### src/hdl/gslm_pkg.sv
// Package with the types, codes and fixed constants of the gapped sector layout mapper.
package gslm_pkg;

  typedef enum logic [1:0] {
    MODE_PLAIN   = 2'd0,
    MODE_SLOTTED = 2'd1,
    MODE_GROUPED = 2'd2,
    MODE_AUTO    = 2'd3
  } mode_e;

  typedef enum logic [1:0] {
    OP_NEXT_RUN  = 2'd0,
    OP_PHYS_SIZE = 2'd1,
    OP_SECTORS   = 2'd2,
    OP_NONE      = 2'd3
  } op_e;

  localparam int unsigned APB_ADDR_W = 3;
  localparam logic REG_BLOCK_SIZE = 1'b0;
  localparam logic REG_REQ_MODE   = 1'b1;

  localparam logic [15:0] BLOCK_SIZE_RST  = 16'd512;
  localparam logic [15:0] AUTO_SLOTTED_BS = 16'd520;
  localparam logic [15:0] AUTO_GROUPED_BS = 16'd522;

  localparam int unsigned DIV_BITS  = 48;
  localparam int unsigned CELL_BITS = 4;
  localparam int unsigned NUM_CELLS = DIV_BITS / CELL_BITS;

  typedef struct packed {
    logic [1:0]  opcode;
    logic [31:0] logical_sector;
    logic [31:0] sector_count;
    logic [47:0] physical_bytes;
  } req_t;

  typedef struct packed {
    logic [1:0]  resolved_mode;
    logic [31:0] run_sectors;
    logic [44:0] unit_offset;
    logic [15:0] unit_size;
    logic [23:0] byte_offset_in_unit;
    logic [7:0]  unit_capacity;
    logic [7:0]  sector_index_in_unit;
    logic [47:0] physical_size;
    logic [31:0] sector_total;
  } rsp_t;

  typedef struct packed {
    op_e         opcode;
    mode_e       mode;
    logic [31:0] lsec;
    logic [31:0] cnt;
  } ctx_t;

  typedef struct packed {
    logic [DIV_BITS-1:0] work;
    logic [15:0]         rem;
    logic [15:0]         divisor;
  } div_t;

  typedef struct packed {
    ctx_t ctx;
    div_t div;
  } cell_t;

endpackage

### src/hdl/gslm_div_cell.sv
// Divider cell: retires four quotient bits of a restoring division per beat.
module gslm_div_cell (
  input  logic            clk_i,
  input  logic            rst_ni,
  input  logic            valid_i,
  output logic            ready_o,
  input  gslm_pkg::cell_t cell_i,
  output logic            valid_o,
  input  logic            ready_i,
  output gslm_pkg::cell_t cell_o
);
  import gslm_pkg::*;

  logic                valid_q;
  cell_t               cell_q;
  cell_t               cell_d;
  logic [DIV_BITS-1:0] work;
  logic [15:0]         rem;
  logic [16:0]         trial;
  logic                q_bit;

  assign ready_o = !valid_q || ready_i;

  always_comb begin
    work  = cell_i.div.work;
    rem   = cell_i.div.rem;
    trial = '0;
    q_bit = 1'b0;
    for (int k = 0; k < CELL_BITS; k++) begin
      trial = {rem, work[DIV_BITS-1]};
      q_bit = trial >= {1'b0, cell_i.div.divisor};
      if (q_bit) begin
        rem = 16'(trial - {1'b0, cell_i.div.divisor});
      end else begin
        rem = trial[15:0];
      end
      work = {work[DIV_BITS-2:0], q_bit};
    end
    cell_d          = cell_i;
    cell_d.div.work = work;
    cell_d.div.rem  = rem;
  end

  always_ff @(posedge clk_i or negedge rst_ni) begin
    if (!rst_ni) begin
      valid_q <= 1'b0;
    end else if (ready_o) begin
      valid_q <= valid_i;
    end
  end

  always_ff @(posedge clk_i) begin
    if (ready_o && valid_i) begin
      cell_q <= cell_d;
    end
  end

  assign valid_o = valid_q;
  assign cell_o  = cell_q;
endmodule

### config.mk
export PLATFORM = sky130hd
export DESIGN_NAME = gslm_div_cell
export DESIGN_NICKNAME = d
export VERILOG_FILES = /design/src/hdl/gslm_pkg.sv /design/src/hdl/gslm_div_cell.sv
export SDC_FILE = /design/constraint.sdc
export NUM_CORES = 1
export LEC_CHECK = 0
export ABC_AREA = 1
export BUFFER_PORTS_ARGS = -buffer_cell sky130_fd_sc_hd__buf_2
export CAP_MARGIN = 20
export CORE_MARGIN = 4
export CORE_UTILIZATION = 50
export DETAILED_ROUTE_END_ITERATION = 10
export MAX_ROUTING_LAYER = met4
export PLACE_DENSITY_LB_ADDON = 0.12
export RECOVER_POWER = 50
export SLEW_MARGIN = 20
export SYNTH_ARGS = -nofsm -noshare
export SYNTH_HDL_FRONTEND = slang
export SYNTH_SLANG_ARGS = --single-unit
export TNS_END_PERCENT = 20
### constraint.sdc
create_clock -name clk_i -period 20.9 [get_ports clk_i]
set_input_delay 2.09 -clock clk_i [delete_from_list [all_inputs] [get_ports clk_i]]
set_output_delay 2.09 -clock clk_i [all_outputs]
set_load 0.01 [all_outputs]
Yosys cells after proc, flatten, opt, wreduce, memory -nomap -nowiden
Index checks and enable logic that the tools add are counted.

storage, ports and cells
  bits in registers = 149
  input bits = 152
  word-level logic and storage cells = 23

cells by class
  add/sub/neg operators = 4
  reductions and logical operators = 3
  magnitude comparators = 4
  muxes and demuxes = 4

operators with widths
  operator                        count
  >= comparator 17 x 16 -> 1 bit  4
  two-way mux 16 bit              4
  subtractor 16 bit               4
  logical AND 1 bit               1
  zero test 1 bit                 1
  logical OR 1 bit                1

Longest topological paths before layout
  depth in word-level cells = 8
  gate-level depth with buffers = 58
  depth with buffers taken out = 50

Least setup slack after synthesis
No wires, ideal clock.

  path type = input port to flip-flop
  start point = input valid_i
  end point = register cell_q, in the netlist cell_o[0], enable pin
  buffers on the path = 0
  cell stages on the path = 2
  data arrival time = 9250 ps
  library setup time = 704 ps
  slack = 10946 ps
  cells stage by stage = inv_1 > a21oi_1

between the ends
  word-level cells in the longest chain between the ends = 1

RTL lines
  item                    RTL line             RTL
  start: declaration      gslm_div_cell.sv:5   input logic valid_i,
  logical AND 1 bit       gslm_div_cell.sv:53  if (ready_o && valid_i) begin
  end signal: assignment  gslm_div_cell.sv:54  cell_q <= cell_d;
  end: declaration        gslm_div_cell.sv:15  cell_t cell_q;

Every way passes these cells.
A chain may end at the register's enable or synchronous reset.

==> qor.yml <==
yosys:
  synth_area_leaders: "edfxtp_1, nand2_1, ha_1"
  yosysWarnings: 0
  synthAdderAreaFrac_pct: 10.3
  synth_mux_area_share_pct: 0
  synth_top_area_share_pct: 51.8
  syn_area_per_cell_um2: 9.95
  synthSimpleGateAreaFrac_pct: 18.9
  synth_top_area_cell: "edfxtp_1"
  synth_xor_area_share_pct: 4.69
  syn_nets: 1083
  synth-seq-cells: 149
  synth_area_um2: 8580
  synth.distinct_cells: 44
  syn_inst: 863
  synth-compound-area-share_pct: 8.69
  yosysSeqAreaShare_pct: 52.1
  synth_top_family_by_area: "simple AND/OR/NAND/NOR gates"
floorplan:
  die_area_um2: 19300
  start_util_pct: 51.4
  coreArea_um2: 16700
  num_rows: 47
  die_width_um: 139
  die_h_um: 139
  io_pins: 302
grt:
  grt_usage_pct: 27.8
  grt_pass1_vias: 7087
  overflow: 0
  grt_max_degree: 67
  grt_pass1_wl_mm: 40.2
  grt_antenna_before_repair: 5
final_layout:
  layout.nets: 1395
  fin_cells: 1413
  final_common_cell: "nand2_1"
  fin_area_um2: 10800
  drive_above_1_share_pct: 27.1
  final_util_pct: 64.6
  mostFrequentLayoutCells: "nand2_1, buf_2, edfxtp_1"
  area_growth_pct: 25.6
routing:
  routed_wl_mm: 26.7
  post_drt_wl_per_cell_um: 18.9
  first_pass_iters: 7
  via_per_inst: 5.07
  drc: 0
  vias: 7166
  dr.first_iter.drc_count: 602
  postRouteAntennaNets: 0
cts:
  cts_tree: "built"
  h-tree-depth: 4
  cts_buffers: 17
  cts-root-buf: "clkbuf_16"
  clock_path_buffers: 2
  clkTransAtPathRegs_ns: 0.06
  numClockSinks: 149
  hold_buffers: 0
  postCtsSetupBuffers: 0
  clk_latency_ns: 0.43
  cts_resized: 0
power:
  irDropWorstVdd_mv: 0.0952
  p_per_area_nw_per_um2: 137
  p_leak_nw: 4.97
  finalPower_mw: 1.48
critical_path:
  cp_slowest_stage_delay_ns: 0.45
  cp_slowest_cell: "o21ai_0"
  cp.arrival_ns: 10.23
  crit_path_start_kind: "primary input"
  path_common_cell: "nand2_1"
  required_ns: 21.08
  path_class: "in -> reg"
  cp_max_fo: 23
  crit_path_end_kind: "flop"
sta:
  worst_slack_ns: 10.85
  fin_crit_sh_pct: 48.1
  fmax_mhz: 99.5
  fin_skew_ns: 0.0130
  rsz0062_at_grt: "false"
  final-hold-violation-count: 0
  setup_tns_ns: 0
  hold_ws_ns: 0.543
  slew_viol_final: 16
  setup_viol: 0
  maxSlewHeadroom_pct: -2.91
  finalCriticalPeriod_ns: 10.05
  worst_pin_slew_ns: 1.54
placed_design:
  portBuffers: 301
  placed_cell_area_um2: 10300
  dp_hpwl_mm: 21.9
  dp_slack_ns: 10.65
  gp_congestion: 0.934
  dp.cells: 1376
run_status:
  violations: "max-capacitance violations, max-slew violations"
  outcome: "complete, but fails checks"
run:
  drv_cap: 1
hold_path:
  hold_path.class: "reg -> reg"
cells in the mapped netlist (all sizes together):
cell type  count
xnor2         26
a21oi         59
dfrtp          1
o21ai         50
ha            64
o2111ai        1
o211ai         1
nor4           3
xor2          20
edfxtp       148
buf           11
nand3b         4
inv           93
nand2        268
a31o           2
a211oi         1
nand4         10
fa             4
o21a           5
a31oi          3
and2           1
nor2          30
a21boi         3
nor3           4
nand3         39
or2            7
a221oi         1
a21o           4
path summary, 6_finish.rpt:
| kind | slack (ns) | startpoint | end | cells past startpoint |
|---|---|---|---|---|
| worst max-delay path | 10.85 | cell_i[1] | cell_o[26] | 45 |
| min in group asynchronous | 1.43 | rst_ni | valid_o | 1 |
| worst min register to register | 0.54 | valid_o | valid_o | 2 |
| max in group asynchronous | 19.38 | rst_ni | valid_o | 1 |
| worst max register to register | 17.43 | valid_o | cell_o[68] | 3 |
| worst min-delay path | 0.54 | valid_o | valid_o | 2 |
metal layers:
metal	wire length, um	global-route usage (%)
met5	0	-
met3	1790	6.07
met2	13300	47.5
met1	11100	33.3
met4	587	8.08
final cells by class:
class	count	area (um^2)
Fill cell	1476	5920
Sequential cell	149	4470
Multi-Input combinational cell	610	3650
Timing Repair Buffer	304	1440
Clock buffer	17	425
Inverter	93	354
Tap cell	220	275
Clock inverter	15	161
Antenna cell	5	12.5
state kept, by name, summed over array words and instances (netlist names):
name     flops
cell_o     148
valid_o      1
power by group:
group / switching (mW) / internal, mW
logic: 0.488 / 0.283
clock network: 0.136 / 0.169
registers: 0.00758 / 0.393
total: 0.631 / 0.845
kinds of logic after synthesis:
kind of cell	after synthesis
simple gates	366
buf+inv	104
compound gates	130
flops	149
xor+xnor	46
fa+ha+maj	68
worst max-delay path: cells and delay by family:
family,cells,cell delay [ns]
adder cells (fa/ha/maj),4,1.47
AND/OR/NAND/NOR,25,3.39
AO/OA/AOI/OAI,10,2.12
buffers and inverters,6,1.11
No activity file was read; power rests on OpenSTA's default activity.
