[src/hdl/gslm_pkg.sv]
// Package with the types, codes and fixed constants of the gapped sector layout mapper.
package gslm_pkg;

  typedef enum logic [1:0] {
    MODE_PLAIN   = 2'd0,
    MODE_SLOTTED = 2'd1,
    MODE_GROUPED = 2'd2,
    MODE_AUTO    = 2'd3
  } mode_e;

  typedef enum logic [1:0] {
    OP_NEXT_RUN  = 2'd0,
    OP_PHYS_SIZE = 2'd1,
    OP_SECTORS   = 2'd2,
    OP_NONE      = 2'd3
  } op_e;

  localparam int unsigned APB_ADDR_W = 3;
  localparam logic REG_BLOCK_SIZE = 1'b0;
  localparam logic REG_REQ_MODE   = 1'b1;

  localparam logic [15:0] BLOCK_SIZE_RST  = 16'd512;
  localparam logic [15:0] AUTO_SLOTTED_BS = 16'd520;
  localparam logic [15:0] AUTO_GROUPED_BS = 16'd522;

  localparam int unsigned DIV_BITS  = 48;
  localparam int unsigned CELL_BITS = 4;
  localparam int unsigned NUM_CELLS = DIV_BITS / CELL_BITS;

  typedef struct packed {
    logic [1:0]  opcode;
    logic [31:0] logical_sector;
    logic [31:0] sector_count;
    logic [47:0] physical_bytes;
  } req_t;

  typedef struct packed {
    logic [1:0]  resolved_mode;
    logic [31:0] run_sectors;
    logic [44:0] unit_offset;
    logic [15:0] unit_size;
    logic [23:0] byte_offset_in_unit;
    logic [7:0]  unit_capacity;
    logic [7:0]  sector_index_in_unit;
    logic [47:0] physical_size;
    logic [31:0] sector_total;
  } rsp_t;

  typedef struct packed {
    op_e         opcode;
    mode_e       mode;
    logic [31:0] lsec;
    logic [31:0] cnt;
  } ctx_t;

  typedef struct packed {
    logic [DIV_BITS-1:0] work;
    logic [15:0]         rem;
    logic [15:0]         divisor;
  } div_t;

  typedef struct packed {
    ctx_t ctx;
    div_t div;
  } cell_t;

endpackage

[src/hdl/gslm_stream_if.sv]
// Valid/ready stream interface that carries one payload beat.
interface gslm_stream_if #(
  parameter type payload_t = logic
);
  logic     valid;
  logic     ready;
  payload_t payload;

  modport source (output valid, output payload, input ready);
  modport sink   (input valid, input payload, output ready);
endinterface

[src/hdl/gslm_back.sv]
// Back stage: one multiply shared by the opcodes, a second for the byte offset in the unit, and the result beat.
module gslm_back #(
  parameter int unsigned SLOT_BYTES    = 1024,
  parameter int unsigned GROUP_SECTORS = 15,
  parameter int unsigned GROUP_BYTES   = 8192
) (
  input  logic            clk_i,
  input  logic            rst_ni,
  input  logic            valid_i,
  output logic            ready_o,
  input  gslm_pkg::cell_t cell_i,
  input  logic [15:0]     block_size_i,
  gslm_stream_if.source   rsp_o
);
  import gslm_pkg::*;

  localparam logic [15:0] SlotW   = 16'(SLOT_BYTES);
  localparam logic [7:0]  GroupSW = 8'(GROUP_SECTORS);
  localparam logic [15:0] GroupBW = 16'(GROUP_BYTES);

  logic        valid_q;
  rsp_t        rsp_q;
  rsp_t        rsp_d;
  logic [31:0] quot;
  logic [7:0]  sin;
  logic [7:0]  left;
  logic [31:0] run;
  logic [31:0] mul_a;
  logic [15:0] mul_b;
  logic [47:0] prod;

  assign quot  = cell_i.div.work[31:0];
  assign sin   = cell_i.div.rem[7:0];
  assign left  = GroupSW - sin;
  assign ready_o = !valid_q || rsp_o.ready;

  always_comb begin
    if (cell_i.ctx.cnt < {24'd0, left}) begin
      run = cell_i.ctx.cnt;
    end else begin
      run = {24'd0, left};
    end
    if (run == '0) begin
      run = 32'd1;
    end
  end

  always_comb begin
    mul_a = '0;
    mul_b = '0;
    case (cell_i.ctx.opcode)
      OP_NEXT_RUN: begin
        if (cell_i.ctx.mode == MODE_SLOTTED) begin
          mul_a = cell_i.ctx.lsec;
          mul_b = SlotW;
        end else begin
          mul_a = quot;
          mul_b = GroupBW;
        end
      end
      OP_PHYS_SIZE: begin
        case (cell_i.ctx.mode)
          MODE_SLOTTED: begin
            mul_a = cell_i.ctx.cnt;
            mul_b = SlotW;
          end
          MODE_GROUPED: begin
            mul_a = quot;
            mul_b = GroupBW;
          end
          default: begin
            mul_a = cell_i.ctx.cnt;
            mul_b = block_size_i;
          end
        endcase
      end
      OP_SECTORS: begin
        case (cell_i.ctx.mode)
          MODE_SLOTTED: begin
            mul_a = quot;
            mul_b = 16'd1;
          end
          MODE_GROUPED: begin
            mul_a = quot;
            mul_b = {8'd0, GroupSW};
          end
          default: begin
            mul_a = (block_size_i == '0) ? '0 : quot;
            mul_b = 16'd1;
          end
        endcase
      end
      default: begin
        mul_a = '0;
        mul_b = '0;
      end
    endcase
  end

  assign prod = {16'd0, mul_a} * {32'd0, mul_b};

  always_comb begin
    rsp_d               = '0;
    rsp_d.resolved_mode = cell_i.ctx.mode;
    case (cell_i.ctx.opcode)
      OP_NEXT_RUN: begin
        rsp_d.unit_offset = prod[44:0];
        if (cell_i.ctx.mode == MODE_SLOTTED) begin
          rsp_d.run_sectors   = 32'd1;
          rsp_d.unit_size     = SlotW;
          rsp_d.unit_capacity = 8'd1;
        end else begin
          rsp_d.run_sectors          = run;
          rsp_d.unit_size            = GroupBW;
          rsp_d.byte_offset_in_unit  = {16'd0, sin} * {8'd0, block_size_i};
          rsp_d.unit_capacity        = GroupSW;
          rsp_d.sector_index_in_unit = sin;
        end
      end
      OP_PHYS_SIZE: begin
        rsp_d.physical_size = prod;
      end
      OP_SECTORS: begin
        rsp_d.sector_total = prod[31:0];
      end
      default: begin
        rsp_d.physical_size = '0;
      end
    endcase
  end

  always_ff @(posedge clk_i or negedge rst_ni) begin
    if (!rst_ni) begin
      valid_q <= 1'b0;
    end else if (ready_o) begin
      valid_q <= valid_i;
    end
  end

  always_ff @(posedge clk_i) begin
    if (ready_o && valid_i) begin
      rsp_q <= rsp_d;
    end
  end

  assign rsp_o.valid   = valid_q;
  assign rsp_o.payload = rsp_q;

  a_mode_resolved: assert property (@(posedge clk_i) disable iff (!rst_ni)
    valid_q |-> rsp_q.resolved_mode != MODE_AUTO)
    else $error("result beat carries an unresolved layout mode");

  a_run_bounded: assert property (@(posedge clk_i) disable iff (!rst_ni)
    valid_q && rsp_q.unit_capacity != '0 |->
      rsp_q.run_sectors != '0 && rsp_q.run_sectors <= {24'd0, rsp_q.unit_capacity})
    else $error("run length outside its unit");

  a_index_in_unit: assert property (@(posedge clk_i) disable iff (!rst_ni)
    valid_q && rsp_q.unit_capacity != '0 |->
      rsp_q.sector_index_in_unit < rsp_q.unit_capacity)
    else $error("sector index beyond unit capacity");

  a_single_result: assert property (@(posedge clk_i) disable iff (!rst_ni)
    valid_q |-> !(rsp_q.physical_size != '0 && rsp_q.sector_total != '0) &&
      !(rsp_q.unit_capacity != '0 &&
        (rsp_q.physical_size != '0 || rsp_q.sector_total != '0)))
    else $error("result beat mixes fields of different opcodes");
endmodule

[src/flat_wrapper.sv]
// flat-port wrapper written by rule: the top's interface ports become plain ports
module gslm_back_flat import gslm_pkg::*;
#(
  parameter int unsigned SLOT_BYTES    = 1024,
  parameter int unsigned GROUP_SECTORS = 15,
  parameter int unsigned GROUP_BYTES   = 8192
)
  (clk_i, rst_ni, valid_i, ready_o, cell_i, block_size_i, rsp_o_valid, rsp_o_payload, rsp_o_ready);
  gslm_stream_if rsp_o_i ();
  input  logic clk_i;
  input  logic rst_ni;
  input  logic valid_i;
  output logic ready_o;
  input  gslm_pkg::cell_t cell_i;
  input  logic [15:0] block_size_i;
  output wire logic [$bits(rsp_o_i.valid)-1:0] rsp_o_valid;
  output wire logic [$bits(rsp_o_i.payload)-1:0] rsp_o_payload;
  input wire logic [$bits(rsp_o_i.ready)-1:0] rsp_o_ready;
  assign rsp_o_valid = rsp_o_i.valid;
  assign rsp_o_payload = rsp_o_i.payload;
  assign rsp_o_i.ready = rsp_o_ready;
  gslm_back #(.SLOT_BYTES(SLOT_BYTES), .GROUP_SECTORS(GROUP_SECTORS), .GROUP_BYTES(GROUP_BYTES)) u_core (.clk_i(clk_i), .rst_ni(rst_ni), .valid_i(valid_i), .ready_o(ready_o), .cell_i(cell_i), .block_size_i(block_size_i), .rsp_o(rsp_o_i));
endmodule
[config.mk]
export PLATFORM = sky130hd
export DESIGN_NAME = gslm_back_flat
export DESIGN_NICKNAME = d
export VERILOG_FILES = /design/src/hdl/gslm_pkg.sv /design/src/hdl/gslm_stream_if.sv /design/src/hdl/gslm_back.sv /design/src/flat_wrapper.sv
export SDC_FILE = /design/constraint.sdc
export NUM_CORES = 1
export LEC_CHECK = 0
export BUFFER_PORTS_ARGS = -buffer_cell sky130_fd_sc_hd__buf_4
export CORE_AREA = 3 3 65 67
export CTS_BUF_LIST = sky130_fd_sc_hd__clkbuf_16
export CTS_CLUSTER_DIAMETER = 60
export DETAILED_ROUTE_END_ITERATION = 10
export DIE_AREA = 0 0 68 70
export HOLD_SLACK_MARGIN = 0.12
export PLACE_DENSITY = 0.58
export SYNTH_ARGS = -nofsm -noshare
export SYNTH_HDL_FRONTEND = slang
export SYNTH_SLANG_ARGS = --single-unit
[constraint.sdc]
create_clock -name clk_i -period 1 [get_ports clk_i]
set_clock_uncertainty 0.1 [all_clocks]
set_input_delay 0.2 -clock clk_i [delete_from_list [all_inputs] [get_ports clk_i]]
set_output_delay 0.2 -clock clk_i [all_outputs]
set_load 0.01 [all_outputs]
# Word-level counts from Yosys, hierarchy flattened
# Index checks and enable logic that the tools add are counted.
[classes] shifts=0 magnitude_cmp=0 n_mul=1 n_reduce_logical=6 mux=9 addsub=0 n_div=0 n_eq_ne=4 bitwise_logic=0
[ops] op="$mux 32" n=4
[ops] op="$pmux 32 s3" n=1
[ops] op="$pmux 16 s3" n=1
[ops] op="$mul 32x16->1" n=1
[ops] op="$pmux 16 s2" n=1
[ops] op="$logic_not 16->1" n=1
[ops] op="$mux 14" n=1
[ops] op="$eq 2x1->1 const B" n=2
[ops] op="$eq 2x2->1 const B" n=2
[ops] op="$mux 4" n=1
[ops] op="$logic_not 2->1" n=1
[ops] op="$reduce_or 2->1" n=1
[ops] op="$logic_and 1x1->1" n=1
[ops] op="$logic_not 1->1" n=1
[ops] op="$logic_or 1x1->1" n=1
[totals] mem_bits_ro=0 out_inout_bits=3 elab_cells=22 ramBits=0 inputBits=168 mem_count=0 regBits=2 latch_bits=0

# Depth between registers and ports, before layout
[logic_depth] word_depth=5 ltp_mapped=4 mapped_depth_nobuf=4

# Worst setup path after synthesis
# Ideal clock, no wire load.
[synth_path] path_kind="input to register" start="input block_size_i[3]" end="register u_core.rsp_q, in the netlist u_core.rsp_o.payload, data pin" setup_ns=0.265 arrival_time_ns=0.894 setup_slack_ns=-0.259 t_required_ns=0.635 n_path_buf=0 stages=3 path_cell_list="or4_4 nor3_2 a31oi_1"
[synth_between] elab_chain_cells=5
[synth_lines] item="start: declaration" line="flat_wrapper.sv:15" rtl="input logic [15:0] block_size_i;"
[synth_lines] item="$logic_not 16->1" line="gslm_back.sv:88" rtl="mul_a = (block_size_i == '0) ? '0 : quot;"
[synth_lines] item="$mux 32" line="gslm_back.sv:88"
[synth_lines] item="$mux 32" line="gslm_back.sv:78" rtl="case (cell_i.ctx.mode)"
[synth_lines] item="$pmux 32 s3" line="gslm_back.sv:51" rtl="case (cell_i.ctx.opcode)"
[synth_lines] item="$mul 32x16->1" line="gslm_back.sv:100" rtl="assign prod = {16'd0, mul_a} * {32'd0, mul_b};"
[synth_lines] item="end signal: assignment" line="gslm_back.sv:142" rtl="rsp_q <= rsp_d;"
[synth_lines] item="end: declaration" line="gslm_back.sv:22" rtl="rsp_t rsp_q;"
# No other way between the ends.
# A chain may end at the register's enable or synchronous reset.

# Final worst setup path
[layout_path] start="register u_core.valid_q, in the netlist u_core.rsp_o.valid" end="output ready_o"
[layout_between] elab_chain_cells=2
[layout_lines] item="start: declaration" line="gslm_back.sv:21" rtl="logic valid_q;"
[layout_lines] item="start signal: assignment" line="gslm_back.sv:136" rtl="valid_q <= valid_i;"
[layout_lines] item="$logic_not 1->1" line="gslm_back.sv:35" rtl="assign ready_o = !valid_q || rsp_o.ready;"
[layout_lines] item="$logic_or 1x1->1" line="gslm_back.sv:35"
[layout_lines] item="end: declaration" line="flat_wrapper.sv:13" rtl="output logic ready_o;"
# No other way between the ends.

==> results_dict.tcl <==
set metrics [dict create \
    placedCellCount 91 \
    min_period_ns 1.16 \
    rows 22 \
    path_buf_inv 1 \
    setup_viol 5 \
    fin_nets 220 \
    antenna_found_initial 0 \
    start_util 0.0407 \
    gr-usage-met1 0.0375 \
    netlist_area_um2 150 \
    setup_slack_ns -0.155 \
    worstPathArrival_ns 0.86 \
    cts.clk_slew.worst_paths_ns 0.03 \
    postRouteAntennaNets 0 \
    powerDensity_nw_per_um2 1520 \
    crit_chain "nand2b_1 > buf_6" \
    total_power_uw 847 \
    die_area_um2 4760 \
    cp-start-kind "register" \
    cts_root_buf "clkbuf_16" \
    cp_slowest_stage_delay_ns 0.38 \
    final_common_cell "buf_4" \
    fmax_ghz 0.866 \
    fp.dieW_um 68 \
    rsz0062_at_grt "yes" \
    use_met3 0.0129 \
    grt_max_degree 4 \
    avgViaCountPerCell 2.72 \
    cp_slowest_cell "dfrtp_1" \
    grt_pass1_vias 323 \
    fin_cells 98 \
    cts_buffer_depth 2 \
    ys_types 14 \
    synth_top_area_frac 0.200 \
    clk_latency_ns 0.22 \
    ys_ff_latch 2 \
    report.final.slew_viol_count 0 \
    coreArea_um2 3690 \
    cp_data_required_time_ns 0.70 \
    synth_area_leader_cell "edfxtp_1" \
    period_share 1.16 \
    leakage_nw 0.263 \
    cts_made_buffers 3 \
    worstMarginPinSlew_ns 0.262 \
    seqCellArea_um2 55.1 \
    violations "negative setup slack" \
    dp_slack_ns -0.411 \
    wl_per_cell_um 8.68 \
    utilization 0.151 \
    diodes 0 \
    fillCellCount 430 \
    cts_tree "yes" \
    maxCapViolCount 0 \
    synth_nets 184 \
    peakVddDrop_v 0.000767 \
    synth_cells 15 \
    end_kind "output pin" \
    clock-sinks 2 \
    ys_seq_area_frac 0.367 \
    multi_input_area_um2 98.8 \
    synth_warnings 0 \
    port_buffers 27 \
    area_growth_pct 271 \
    htreeDepth 1 \
    pin_count 171 \
    grt.overflow.total 0 \
    crit_fanout 3 \
    status "complete, but fails checks" \
    grt.busiest_layer "met2" \
    synthTopCellsByArea "edfxtp_1 20%, dfrtp_1 17%, ha_1 8.3%, nand2b_1 8.3%, or4_4 7.5%" \
    dr.first_iter.drc_count 1 \
    firstDrtPassIters 4 \
    crit_family "flip-flops" \
    grt_pass1_wl_um 1340 \
    wl_um 851 \
    max_slew_margin 0.824 \
    final_hold_viol_count 0 \
    drc 0 \
    gr-usage-met2 0.0707 \
    gp_congestion 0.718 \
    syn_area_per_cell_um2 10.0 \
    drive_gt1_frac 0.700 \
    worstSetupPathType "reg -> out" \
    die_height_um 70 \
    via_count 267 \
    layout_common_cells "23 x buf_4, 6 x buf_6, 3 x clkbuf_16" \
    hold_class "in -> async" \
    grt_use_total 0.0409 \
]
==> cell type report <==
class / count / share of cell area
Multi-Input combinational cell: 12 / 0.178
Clock inverter: 1 / 0.00674
Clock buffer: 3 / 0.135
Timing Repair Buffer: 31 / 0.467
Inverter: 1 / 0.00674
Tap cell: 48 / 0.108
Sequential cell: 2 / 0.0989
==> timing repair <==
item                                    4_1_cts  5_1_grt
hold buffers                                  2        0
gates resized for setup                       5        2
endpoints found under the setup margin        5        6
endpoints found under the hold margin         2        0
pin swaps                                     1        0
setup buffers                                 1        0
==> Yosys cell counts <==
| cell type | count |
|---|---|
| dfrtp_1 | 1 |
| edfxtp_1 | 1 |
| nor4_1 | 1 |
| nor3_1 | 1 |
| nor2_1 | 1 |
| a31oi_1 | 1 |
| or4_4 | 1 |
| nand3b_1 | 1 |
| and4b_1 | 1 |
| inv_1 | 1 |
| ha_1 | 1 |
| nor3_2 | 1 |
| and2_1 | 1 |
| nand2b_1 | 2 |
==> cells by family after synthesis <==
logic type               Yosys count  synth area share
AO/OA/AOI/OAI                      1            0.0417
adder cells (fa/ha/maj)            1            0.0833
buffers and inverters              1            0.0250
flip-flops                         2             0.367
AND/OR/NAND/NOR                   10             0.483
==> report_power, final <==
group          leakage [nW]  internal [mW]  total, mW  switching, mW
sequential           0.0207         0.0927     0.0958        0.00304
combinational         0.200         0.0999      0.135         0.0355
clock                0.0423          0.515      0.616          0.101
total                 0.263          0.708      0.847          0.139
==> per-stage QoR <==
step / hold WS [ns] / instance area (µm²) / setup TNS [ns]
floorplan: -0.196 / 150 / -0.341
global placement: -0.124 / 420 / -0.393
global route: 0.210 / 557 / -0.762
CTS: 0.185 / 546 / -0.588
finish: 0.200 / 557 / -0.520
detailed placement: -0.122 / 420 / -0.442
==> path summary, 6_finish.rpt <==
path / from / endpoint / slack [ns] / cells after the start
worst max-delay path: u_core.rsp_o.valid$_DFFE_PN0N_ / ready_o / -0.16 / 2
worst min-delay path: rst_ni / u_core.rsp_o.valid$_DFFE_PN0N_ / 0.20 / 2
worst max register to register: u_core.rsp_o.valid$_DFFE_PN0N_ / u_core.rsp_o.payload$_SDFFCE_PN0P_ / -0.06 / 2
worst min register to register: u_core.rsp_o.valid$_DFFE_PN0N_ / u_core.rsp_o.valid$_DFFE_PN0N_ / 0.60 / 3
max in group asynchronous: rst_ni / u_core.rsp_o.valid$_DFFE_PN0N_ / 0.52 / 2
min in group clk_i: valid_i / u_core.rsp_o.payload$_SDFFCE_PN0P_ / 0.21 / 2
==> layer usage <==
layer,routed length [µm],up-vias
met3,95,2
met4,14,0
li1,-,126
met5,0,-
met2,446,25
met1,294,114
==> worst reg2reg max path, stage by stage (launching register included) <==
cell      delay [ns]
dfrtp_1         0.38
nand2b_1        0.14
and2_1          0.16
==> state kept, by name, indices dropped and copies added, names as in the netlist <==
register and flops:
u_core.rsp_o.payload 1, u_core.rsp_o.valid 1
No activity file was read; power rests on OpenSTA's default activity.
